[src/hdl/wmif_pkg.sv]
// Package for the windowed majority input filter.
// Holds item struct types, opcodes and reset constants; no dependencies.
package wmif_pkg;

  localparam int unsigned CountW = 16;
  localparam int unsigned TotalW = 32;

  localparam logic              OP_SAMPLE         = 1'b0;
  localparam logic              OP_ACK            = 1'b1;
  localparam logic [CountW-1:0] FILTER_TIME_RESET = 16'd2;

  typedef struct packed {
    logic op;
    logic pin_level;
  } in_item_t;

  typedef struct packed {
    logic              level;
    logic              rise;
    logic              fall;
    logic              event_pending;
    logic [TotalW-1:0] rises_seen;
    logic              window_closed;
    logic              sample_dropped;
  } out_item_t;

endpackage

[src/hdl/windowed_majority_input_filter_unit.sv]
// Windowed majority input filter with edge detect and pending-event handshake.
// Depends on wmif_pkg for item types, opcodes and reset constants.
//
//   channel | ports                         | direction | handshake
//   in      | in_valid in_ready in_item     | input     | valid/ready
//   out     | out_valid out_ready out_item  | output    | valid/ready
//   cfg     | cfg_we cfg_wdata              | input     | write enable, no wait
//
// One item per cycle while out does not stall: the filter state and the result
// register update at the edge that accepts an item, so a result appears in the cycle after.
// in_ready is high whenever the result register is empty or being drained.
// A stall on out holds the result register and blocks in; no item is lost.
// Synchronous active-low reset clears all state but the result data; filter_time returns to 2.
module windowed_majority_input_filter_unit (
  input  logic                        clk,
  input  logic                        rst_n,
  input  logic                        in_valid,
  output logic                        in_ready,
  input  wmif_pkg::in_item_t          in_item,
  output logic                        out_valid,
  input  logic                        out_ready,
  output wmif_pkg::out_item_t         out_item,
  input  logic                        cfg_we,
  input  logic [wmif_pkg::CountW-1:0] cfg_wdata
);

  logic [wmif_pkg::CountW-1:0] filter_time_r;
  logic [wmif_pkg::CountW-1:0] window_count_r, window_count_nxt;
  logic [wmif_pkg::CountW-1:0] high_tally_r, high_tally_nxt;
  logic                        filtered_r, filtered_nxt;
  logic                        previous_r, previous_nxt;
  logic                        rise_r, rise_nxt;
  logic                        fall_r, fall_nxt;
  logic                        event_r, event_nxt;
  logic                        deferred_r, deferred_nxt;
  logic [wmif_pkg::TotalW-1:0] rise_total_r, rise_total_nxt;
  logic                        out_valid_r;
  wmif_pkg::out_item_t         out_item_r, out_item_nxt;

  logic accept;
  logic closed;
  logic dropped;
  logic new_level;
  logic chk_run;
  logic chk_prev;
  logic chk_filt;

  assign in_ready  = !out_valid_r || out_ready;
  assign accept    = in_valid && in_ready;
  assign out_valid = out_valid_r;
  assign out_item  = out_item_r;
  assign new_level = (high_tally_r >= (filter_time_r >> 1));

  always_comb begin
    window_count_nxt = window_count_r;
    high_tally_nxt   = high_tally_r;
    filtered_nxt     = filtered_r;
    previous_nxt     = previous_r;
    event_nxt        = event_r;
    deferred_nxt     = deferred_r;
    closed           = 1'b0;
    dropped          = 1'b0;
    chk_run          = 1'b0;
    chk_prev         = previous_r;
    chk_filt         = filtered_r;
    if (in_item.op == wmif_pkg::OP_ACK) begin
      event_nxt = 1'b0;
      if (deferred_r) begin
        deferred_nxt = 1'b0;
        chk_run      = 1'b1;
      end
    end else if (deferred_r) begin
      dropped = 1'b1;
    end else if (window_count_r < filter_time_r) begin
      window_count_nxt = window_count_r + 1'b1;
      if (in_item.pin_level) begin
        high_tally_nxt = high_tally_r + 1'b1;
      end
    end else begin
      closed           = 1'b1;
      window_count_nxt = '0;
      high_tally_nxt   = '0;
      previous_nxt     = filtered_r;
      filtered_nxt     = new_level;
      chk_prev         = filtered_r;
      chk_filt         = new_level;
      if (event_r) begin
        deferred_nxt = 1'b1;
      end else begin
        chk_run = 1'b1;
      end
    end

    rise_nxt       = rise_r;
    fall_nxt       = fall_r;
    rise_total_nxt = rise_total_r;
    if (chk_run) begin
      rise_nxt  = !chk_prev && chk_filt;
      fall_nxt  = chk_prev && !chk_filt;
      event_nxt = chk_prev ^ chk_filt;
      if (!chk_prev && chk_filt) begin
        rise_total_nxt = rise_total_r + 1'b1;
      end
    end

    out_item_nxt.level          = filtered_nxt;
    out_item_nxt.rise           = rise_nxt;
    out_item_nxt.fall           = fall_nxt;
    out_item_nxt.event_pending  = event_nxt;
    out_item_nxt.rises_seen     = rise_total_nxt;
    out_item_nxt.window_closed  = closed;
    out_item_nxt.sample_dropped = dropped;
  end

  always_ff @(posedge clk) begin
    if (!rst_n) begin
      filter_time_r  <= wmif_pkg::FILTER_TIME_RESET;
      window_count_r <= '0;
      high_tally_r   <= '0;
      filtered_r     <= 1'b0;
      previous_r     <= 1'b0;
      rise_r         <= 1'b0;
      fall_r         <= 1'b0;
      event_r        <= 1'b0;
      deferred_r     <= 1'b0;
      rise_total_r   <= '0;
      out_valid_r    <= 1'b0;
    end else begin
      if (cfg_we) begin
        filter_time_r <= cfg_wdata;
      end
      if (accept) begin
        window_count_r <= window_count_nxt;
        high_tally_r   <= high_tally_nxt;
        filtered_r     <= filtered_nxt;
        previous_r     <= previous_nxt;
        rise_r         <= rise_nxt;
        fall_r         <= fall_nxt;
        event_r        <= event_nxt;
        deferred_r     <= deferred_nxt;
        rise_total_r   <= rise_total_nxt;
        out_valid_r    <= 1'b1;
      end else if (out_ready) begin
        out_valid_r <= 1'b0;
      end
    end
  end

  always_ff @(posedge clk) begin
    if (accept) begin
      out_item_r <= out_item_nxt;
    end
  end

  a_deferred_needs_event: assert property (@(posedge clk) disable iff (!rst_n)
    deferred_r |-> event_r)
    else $error("stored edge check without pending event");

  a_flags_exclusive: assert property (@(posedge clk) disable iff (!rst_n)
    !(rise_r && fall_r))
    else $error("rise and fall flags both set");

  a_drop_when_deferred: assert property (@(posedge clk) disable iff (!rst_n)
    (accept && in_item.op == wmif_pkg::OP_SAMPLE && deferred_r)
      |=> (out_valid_r && out_item_r.sample_dropped && !out_item_r.window_closed))
    else $error("sample not dropped while edge check stored");

  a_total_stable_idle: assert property (@(posedge clk) disable iff (!rst_n)
    !accept |=> $stable(rise_total_r))
    else $error("rise total changed without an item");

  a_close_clears_window: assert property (@(posedge clk) disable iff (!rst_n)
    (out_valid_r && out_item_r.window_closed) |-> (window_count_r == '0 && high_tally_r == '0))
    else $error("window not cleared after close");

endmodule

[config.mk]
export PLATFORM = sky130hd
export DESIGN_NAME = windowed_majority_input_filter_unit
export DESIGN_NICKNAME = d
export VERILOG_FILES = /design/src/hdl/wmif_pkg.sv /design/src/hdl/windowed_majority_input_filter_unit.sv
export SDC_FILE = /design/constraint.sdc
export NUM_CORES = 1
export LEC_CHECK = 0
export BUFFER_PORTS_ARGS = -buffer_cell sky130_fd_sc_hd__buf_2
export CORE_MARGIN = 3
export CORE_UTILIZATION = 56
export CTS_BUF_LIST = sky130_fd_sc_hd__clkbuf_4
export DETAILED_ROUTE_END_ITERATION = 10
export GPL_ROUTABILITY_DRIVEN = 0
export PLACE_DENSITY_LB_ADDON = 0.05
export SLEW_MARGIN = 0
export SYNTH_ARGS = -nofsm -noshare
export SYNTH_HDL_FRONTEND = slang
export SYNTH_SLANG_ARGS = --single-unit
[constraint.sdc]
create_clock -name clk -period 4.8 [get_ports clk]
set_clock_uncertainty 0.2 [all_clocks]
set_input_delay 0.72 -clock clk [delete_from_list [all_inputs] [get_ports clk]]
set_output_delay 0.72 -clock clk [all_outputs]
set_load 0.01 [all_outputs]
# Word level (Yosys, flattened, before mapping)
# Index checks and enable logic that the tools add are counted.
# Widths: inputs -> output; s select.
dict set report classes {
  add_sub_neg 3
  order_cmp 2
  n_eq_ne 1
  mux 27
  bitwise_logic 3
  reduce_logical 11
}
# operator count
set op_table {}
lappend op_table {{$mux 32} 2}
lappend op_table {{$mux 16} 3}
lappend op_table {{$add 16x1->16 const B} 2}
lappend op_table {{$add 32x1->32 const B} 1}
lappend op_table {{$mux 1} 22}
lappend op_table {{$ge 16x15->1} 1}
lappend op_table {{$lt 16x16->1} 1}
lappend op_table {{$reduce_and 4->1} 1}
lappend op_table {{$logic_and 1x1->1} 3}
lappend op_table {{$logic_not 1->1} 3}
lappend op_table {{$reduce_and 3->1} 1}
lappend op_table {{$ne 2x2->1 const B} 1}
lappend op_table {{$not 1->1} 2}
lappend op_table {{$reduce_bool 2->1} 1}
lappend op_table {{$reduce_or 2->1} 1}
lappend op_table {{$logic_or 1x1->1} 1}
lappend op_table {{$xor 1x1->1} 1}
dict set report word_totals {
  reg_bits 125
  input_bits 23
  out_inout_bits 40
  wordCells 65
}

# Depth between registers and ports, before layout
# Gate-level depths: netlist (run 1).
dict set report depth {
  ltp_word 8
  mapped_depth 16
}

# Worst setup path after synthesis (run 1)
# No wires, ideal clock.
dict set report synth_timing {
  path_kind {register -> register}
  startpoint {reg filter_time_r[15] (netlist name)}
  endpoint {reg out_item_r, in the netlist out_item[27], data pin}
  arrival_ns 4.023
  required_ns 4.334
  path_slack_ns 0.311
  path_stages_with_launch 16
  path_buffers 2
  period_less_slack_ns 4.489
  path_cell_list {dfxtp_1 -> inv_1 -> ha_1 -> nand4_2 -> nor3_2 -> or4b_1 -> buf_2 -> a31oi_1 -> mux2i_1 -> ha_1 -> inv_1 -> nor4_1 -> nand4_1 -> clkbuf_1 -> nor3_1 -> xor2_1}
}
dict set report synth_between {
  elab_chain_cells 8
  word_cells_on_any_way 15
  classes_between {order compare (2); mux (11); reduce/logical (2)}
}
# element line
set synth_rtl {}
lappend synth_rtl {{from (decl)} windowed_majority_input_filter_unit.sv:27} ;# logic [wmif_pkg::CountW-1:0] filter_time_r;
lappend synth_rtl {{from (signal assigned)} windowed_majority_input_filter_unit.sv:117} ;# filter_time_r <= wmif_pkg::FILTER_TIME_RESET;
lappend synth_rtl {{from (signal assigned)} windowed_majority_input_filter_unit.sv:130} ;# filter_time_r <= cfg_wdata;
lappend synth_rtl {{$lt 16x16->1} windowed_majority_input_filter_unit.sv:74} ;# end else if (window_count_r < filter_time_r) begin
lappend synth_rtl {{$mux 1 (2 in series)} -}
lappend synth_rtl {{$mux 1} windowed_majority_input_filter_unit.sv:66} ;# if (in_item.op == wmif_pkg::OP_ACK) begin
lappend synth_rtl {{$logic_not 1->1} windowed_majority_input_filter_unit.sv:101} ;# if (!chk_prev && chk_filt) begin
lappend synth_rtl {{$logic_and 1x1->1} windowed_majority_input_filter_unit.sv:101}
lappend synth_rtl {{$mux 32} windowed_majority_input_filter_unit.sv:101}
lappend synth_rtl {{$mux 32 (*)} windowed_majority_input_filter_unit.sv:97} ;# if (chk_run) begin
lappend synth_rtl {{via rise_total_nxt, one bit} windowed_majority_input_filter_unit.sv:36} ;# logic [wmif_pkg::TotalW-1:0] rise_total_r, rise_total_nxt;
lappend synth_rtl {{to (signal assigned)} windowed_majority_input_filter_unit.sv:151} ;# out_item_r <= out_item_nxt;
lappend synth_rtl {{to (decl)} windowed_majority_input_filter_unit.sv:38} ;# wmif_pkg::out_item_t out_item_r, out_item_nxt;
# Mark *: on every way through the listed nets, which the timed path passes. The rest lies on a longest branch.
# A chain may end at the register's enable or synchronous reset.

# Worst setup path after layout (run 1)
dict set report layout_timing {
  startpoint {reg filter_time_r[15] (netlist name)}
  endpoint {reg rise_total_r[30] (netlist name)}
}
dict set report layout_between {
  elab_chain_cells 8
  word_cells_on_any_way 15
  classes_between {order compare (2); mux (11); reduce/logical (2)}
}
# element line
set layout_rtl {}
lappend layout_rtl {{$lt 16x16->1} windowed_majority_input_filter_unit.sv:74}
lappend layout_rtl {{$mux 1 (2 in series)} -}
lappend layout_rtl {{$mux 1} windowed_majority_input_filter_unit.sv:66}
lappend layout_rtl {{$logic_not 1->1} windowed_majority_input_filter_unit.sv:101}
lappend layout_rtl {{$logic_and 1x1->1} windowed_majority_input_filter_unit.sv:101}
lappend layout_rtl {{$mux 32} windowed_majority_input_filter_unit.sv:101}
lappend layout_rtl {{$mux 32 (*)} windowed_majority_input_filter_unit.sv:97}
lappend layout_rtl {{to (signal assigned)} windowed_majority_input_filter_unit.sv:141} ;# rise_total_r <= rise_total_nxt;
lappend layout_rtl {{to (decl)} windowed_majority_input_filter_unit.sv:36}
# Mark *: on every way between the ends. The rest lies on a longest branch, timed or not.

==> qor.yml, run 1 <==
run_status: "completed"
grt_first_pass_wirelength_mm: 23.5
htreeDepth: 4
total_leakage_power_uw: 0.00275
postPlaceCellArea_sq_um: 6870
netlist_area_sq_um: 6430
internal_power_uw: 1540
syn-instance-count: 697
rrSetupSlack_ns: 0.28
power_frac_clock: 0.376
top_usage_layer: "met2"
core-area_sq_um: 11000
combPwrFrac: 0.071
yosysTopAreaCell: "dfxtp_1"
relSlewSlack: 0.331
numCtsBuffers: 17
async_flop_share: 0
seq_area_frac_synth: 0.448
clockRootBuffer: "clkbuf_4"
antenna_found_initial: 1
vdd_drop_max_mv: 0.157
cts_hold_buf: 0
die_height_um: 113
portBuffers: 62
path_clk_slew_ns: 0.11
clk_latency_ns: 0.52
cp.arrival_ns: 4.78
synth-edff-count: 38
fin_area_sq_um: 7200
overflow: 0
ant_nets: 0
dieArea_sq_um: 12800
setup_viol: 0
synth_area_per_cell_sq_um: 9.23
fin_crit_ns: 4.52
post_cts_resized: 1
rows: 38
n_fill_cell: 955
synth_nets: 756
tns_ns: 0
yosysTopAreaCellShare: 0.271
fin_crit_sh: 0.943
drive_gt1_frac: 0.150
hold_path.class: "input port to flip-flop"
synth_area_leaders: "dfxtp_1 27%, edfxtp_1 18%, ha_1 7.0%"
drv_slew: 0
routed_wl_mm: 14.2
max_freq_ghz: 0.221
finalHoldViolCount: 0
firstDrtPassIters: 5
seq_power_share: 0.553
seq_area_sq_um: 2880
die_width_um: 113
critPathMaxFanout: 6
cts_tree: "done"
final_common_cell: "dfxtp_1"
max-cap-violations: 0
mostFrequentLayoutCells: "87 x dfxtp_1, 70 x nor2_1, 62 x nand2_1, 62 x buf_2, 56 x a21oi_1"
required_ns: 5.05
avgRoutedWirePerCell_um: 15.5
met1_usage: 0.263
io_pins: 63
ys_ff_latch: 125
syn_to_final_growth_pct: 11.9
switching_share: 0.243
drt_iter0_markers: 286
cts_setup_buffers: 0
met2_usage: 0.409
worst_hold_slack_ns: 0.230
avgViaCountPerCell: 5.82
grt_max_degree: 64
track_usage: 0.228
critPathCaptureType: "flip-flop"
worst_pin_slew_ns: 1.00
p_per_area_nw_per_um2: 282
initial_core_util: 0.583
grt_pass1_vias: 4989
grt_use_met3: 0.0487
multi_input_area_sq_um: 3320
yosys.cell_types.count: 51
switchingPower_uw: 492
dr_total_vias: 5310
yosysWarnings: 0
fin_nets: 817
cts.sinks: 125
crit_type: "flip-flop to flip-flop"
synth-main-ff-cell: "dfxtp_1"
dpl.hpwl_mm: 10.0
startpoint_type: "flip-flop"
cts_buffer_depth: 2
post-route-drc-count: 0
-- registers in the layout (all words and copies together) (netlist names) --
name	cells
filtered_r	1
filter_time_r	16
out_item	38
window_count_r	16
out_valid	1
rise_r	1
event_r	1
deferred_r	1
previous_r	1
fall_r	1
high_tally_r	16
rise_total_r	32
-- power groups by stage --
stage          registers, uW  logic [uW]  clock network [uW]
2_1_floorplan           1150        83.0                   0
3_3_place_gp            1140         140                   0
3_5_place_dp            1150         145                   0
4_1_cts                 1120         146                 775
5_1_grt                 1120         160                 835
6_report                1120         144                 761
-- Yosys cell counts, types with 2 or more instances --
cell type and number:
nor3_2 2, xnor2_1 20, nor2b_1 3, a21oi_1 56, buf_6 2, mux2i_1 23
a31oi_1 5, buf_2 3, nor2_1 70, a21o_1 2, o31a_1 2, nand3b_1 2
nand3_1 27, and2_1 4, edfxtp_1 38, nand2b_1 8, or3_1 7, and4_1 3
or2_2 2, xor2_1 28, o21ai_0 13, o41ai_1 3, o31ai_1 29, inv_1 31
nor4_1 9, nand2_1 62, dfxtp_1 87, nand4b_1 4, and3_1 6, or4_1 27
nor3_1 19, nand4_1 19, buf_1 4, o21a_1 3, ha_1 36, clkbuf_1 23
-- kinds of logic after synthesis --
| group | after synthesis | share of synthesized area |
|---|---|---|
| AND/OR/NAND/NOR | 277 | 0.220 |
| AO/OA/AOI/OAI | 125 | 0.121 |
| flip-flops | 125 | 0.448 |
| buffers and inverters | 63 | 0.0397 |
| XOR/XNOR | 48 | 0.0654 |
| adder cells (fa/ha/maj) | 36 | 0.0700 |
| multiplexers | 23 | 0.0358 |
-- path summary, 6_finish.rpt --
| check | startpoint | endpoint | cells past startpoint |
|---|---|---|---|
| worst max-delay path | filter_time_r[15]$_SDFFE_PN0P_ | rise_total_r[30]$_SDFFE_PN0P_ | 14 |
| worst min-delay path | cfg_wdata[9] | filter_time_r[9]$_SDFFE_PN0P_ | 3 |
| worst max register to register | filter_time_r[15]$_SDFFE_PN0P_ | rise_total_r[30]$_SDFFE_PN0P_ | 14 |
| worst min register to register | fall_r$_SDFFE_PN0P_ | fall_r$_SDFFE_PN0P_ | 2 |
-- final cells by class --
class,count,share of cell area
multi-input combinational,509,0.462
sequential,125,0.401
timing repair buffer,74,0.0556
tap,140,0.0243
clock buffer,20,0.0209
clock inverter,12,0.0203
inverter,31,0.0162
antenna,1,0.000348
-- metal layers --
metal / vias to the layer above / share of wire
met5: - / 0
met4: 0 / 0.025
met3: 22 / 0.035
met2: 106 / 0.52
met1: 2515 / 0.42
li1: 2667 / -
-- critical path, cell delays in order (launching register included) --
cell     delay (ns)
dfxtp_1        0.35
inv_1          0.07
ha_1           0.33
nand4_2        0.16
nor3_2         0.22
or4b_1         0.50
a31oi_2        0.27
mux2i_1        0.34
ha_1           0.31
nand4_1        0.14
or3_1          0.50
nor4_4         0.39
nand2_1        0.15
or4_1          0.41
a21oi_1        0.14
-- metrics by stage --
step / power, uW / worst slack [ns] / cells / utilization
after floorplan: 1240 / 0.311 / 697 / -
after global placement: 1290 / 0.307 / 879 / 0.623
after detailed placement: 1290 / 0.0338 / 879 / 0.623
after CTS: 2040 / 0.152 / 911 / 0.650
after global routing: 2120 / -0.00617 / 912 / 0.652
final: 2030 / 0.276 / 912 / 0.652
Note: power is estimated with default switching activity, not from simulation.
==> inputs of run 2 (changes only) <==
==> constraint.sdc (replaced) <==
create_clock -name clk -period 4.8 [get_ports clk]
set_clock_uncertainty 0.2 [all_clocks]
set_input_delay 0.96 -clock clk [delete_from_list [all_inputs] [get_ports clk]]
set_output_delay 0.96 -clock clk [all_outputs]
set_load 0.01 [all_outputs]
==> qor.yml, run 2 (synthesized netlist as in run 1, its figures left out) <==
total_leakage_power_uw: 0.00276
largest_register_ffs: 38
p_per_area_nw_per_um2: 289
top_usage_layer: "met2"
n_fill_cell: 940
cts_setup_buffers: 0
internal_power_uw: 1590
fin_crit_ns: 4.53
clockRootBuffer: "clkbuf_4"
critPathCaptureType: "flip-flop"
grt_max_degree: 67
path_clk_slew_ns: 0.11
path_cells: "inv_1, ha_1, nand4_2, nor3_2, or4b_1, a31oi_2, mux2i_1, ha_1, nand4_1, or3_1, nor4_2, nand2_1, or4_1, a21oi_1"
overflow: 0
firstDrtPassIters: 5
power_frac_clock: 0.394
core-area_sq_um: 11000
cts_tree: "done"
dp_cells: 880
seq_area_sq_um: 2880
rows: 38
setup_viol: 0
required_ns: 5.05
met1_usage: 0.263
track_usage: 0.227
max_freq_ghz: 0.221
dpl.hpwl_mm: 10.1
syn_to_final_growth_pct: 12.2
ant_nets: 0
clk_latency_ns: 0.51
die_width_um: 113
grt_use_met3: 0.0540
post-route-drc-count: 0
met2_usage: 0.401
finalHoldViolCount: 0
drv_slew: 0
cts.sinks: 125
hold_path.class: "flip-flop to flip-flop"
portBuffers: 62
grt_pass1_vias: 5030
rsz0062_at_grt: "no"
dr_total_vias: 5302
initial_core_util: 0.583
crit_type: "flip-flop to flip-flop"
grt_first_pass_wirelength_mm: 23.4
cts_buffer_depth: 2
seq_power_share: 0.537
cp.arrival_ns: 4.78
dieArea_sq_um: 12800
max-cap-violations: 0
drive_gt1_frac: 0.153
vdd_drop_max_mv: 0.164
htreeDepth: 4
die_height_um: 113
routed_wl_mm: 14.2
cp_common_cell: "ha_1"
worst_pin_slew_ns: 1.02
avgRoutedWirePerCell_um: 15.5
switchingPower_uw: 499
finalNonFillerCells: 913
io_pins: 63
combPwrFrac: 0.069
relSlewSlack: 0.320
cp_slowest_cell: "or4b_1"
fin_crit_sh: 0.944
critical-path-max-stage-delay_ns: 0.50
drt_iter0_markers: 276
fin_nets: 818
switching_share: 0.239
avgViaCountPerCell: 5.81
antenna_found_initial: 1
mostFrequentLayoutCells: "87 x dfxtp_1, 70 x nor2_1, 62 x nand2_1, 62 x buf_2, 56 x a21oi_1"
multi_input_area_sq_um: 3310
startpoint_type: "flip-flop"
tns_ns: 0
run_status: "completed"
critPathMaxFanout: 6
final_common_cell: "dfxtp_1"
numCtsBuffers: 17
-- run 2: repair_timing --
action | CTS | global route
hold buffers | 0 | 0
gates resized for setup | 0 | 3
endpoints found under the setup margin | 0 | 8
-- run 2: final cells by class --
class,count,share of cell area
inverter,31,0.0161
clock inverter,12,0.0237
antenna,1,0.000347
clock buffer,20,0.0208
tap,140,0.0243
sequential,125,0.399
multi-input combinational,509,0.459
timing repair buffer,75,0.0565
-- run 2: path summary, 6_finish.rpt --
kind	depth (start not counted)	end	slack [ns]	startpoint
min reg2reg	2	rise_r$_SDFFE_PN0P_	0.29	rise_r$_SDFFE_PN0P_
max	14	rise_total_r[30]$_SDFFE_PN0P_	0.27	filter_time_r[15]$_SDFFE_PN0P_
max reg2reg	14	rise_total_r[30]$_SDFFE_PN0P_	0.27	filter_time_r[15]$_SDFFE_PN0P_
min	2	rise_r$_SDFFE_PN0P_	0.29	rise_r$_SDFFE_PN0P_
-- run 2: worst max-delay path: cells and delay by family, from the launching register on --
kind | cells | cell delay [ns]
and+or+nand+nor | 8 | 2.47
adders and majority gates | 2 | 0.65
AOI/OAI and AO/OA | 2 | 0.41
DFF | 1 | 0.35
muxes | 1 | 0.34
buffers and inverters | 1 | 0.06
-- run 2: per-layer routing --
layer	wire, um	share of wire
met4	418	0.030
met3	503	0.036
met2	7270	0.51
met1	5970	0.42
met5	0	0
-- run 2: power groups by stage --
stage               registers (uW)  logic, uW  clock network (uW)
finish                        1120        143                 823
global route                  1120        160                 899
CTS                           1120        146                 839
detailed placement            1150        145                   0
global placement              1140        141                   0
floorplan                     1150       83.0                   0
-- run 2: metrics by stage --
| step | cell area (sq um) | utilization | hold WS [ns] | total power [uW] | worst slack [ns] |
|---|---|---|---|---|---|
| after floorplan | 6430 | - | 0.254 | 1240 | 0.311 |
| after global placement | 6880 | 0.624 | 0.263 | 1290 | 0.307 |
| after detailed placement | 6880 | 0.624 | 0.271 | 1290 | 0.139 |
| after CTS | 7200 | 0.653 | 0.286 | 2110 | 0.0847 |
| after global routing | 7220 | 0.654 | 0.326 | 2180 | 0.0151 |
| final | 7220 | 0.654 | 0.286 | 2090 | 0.270 |
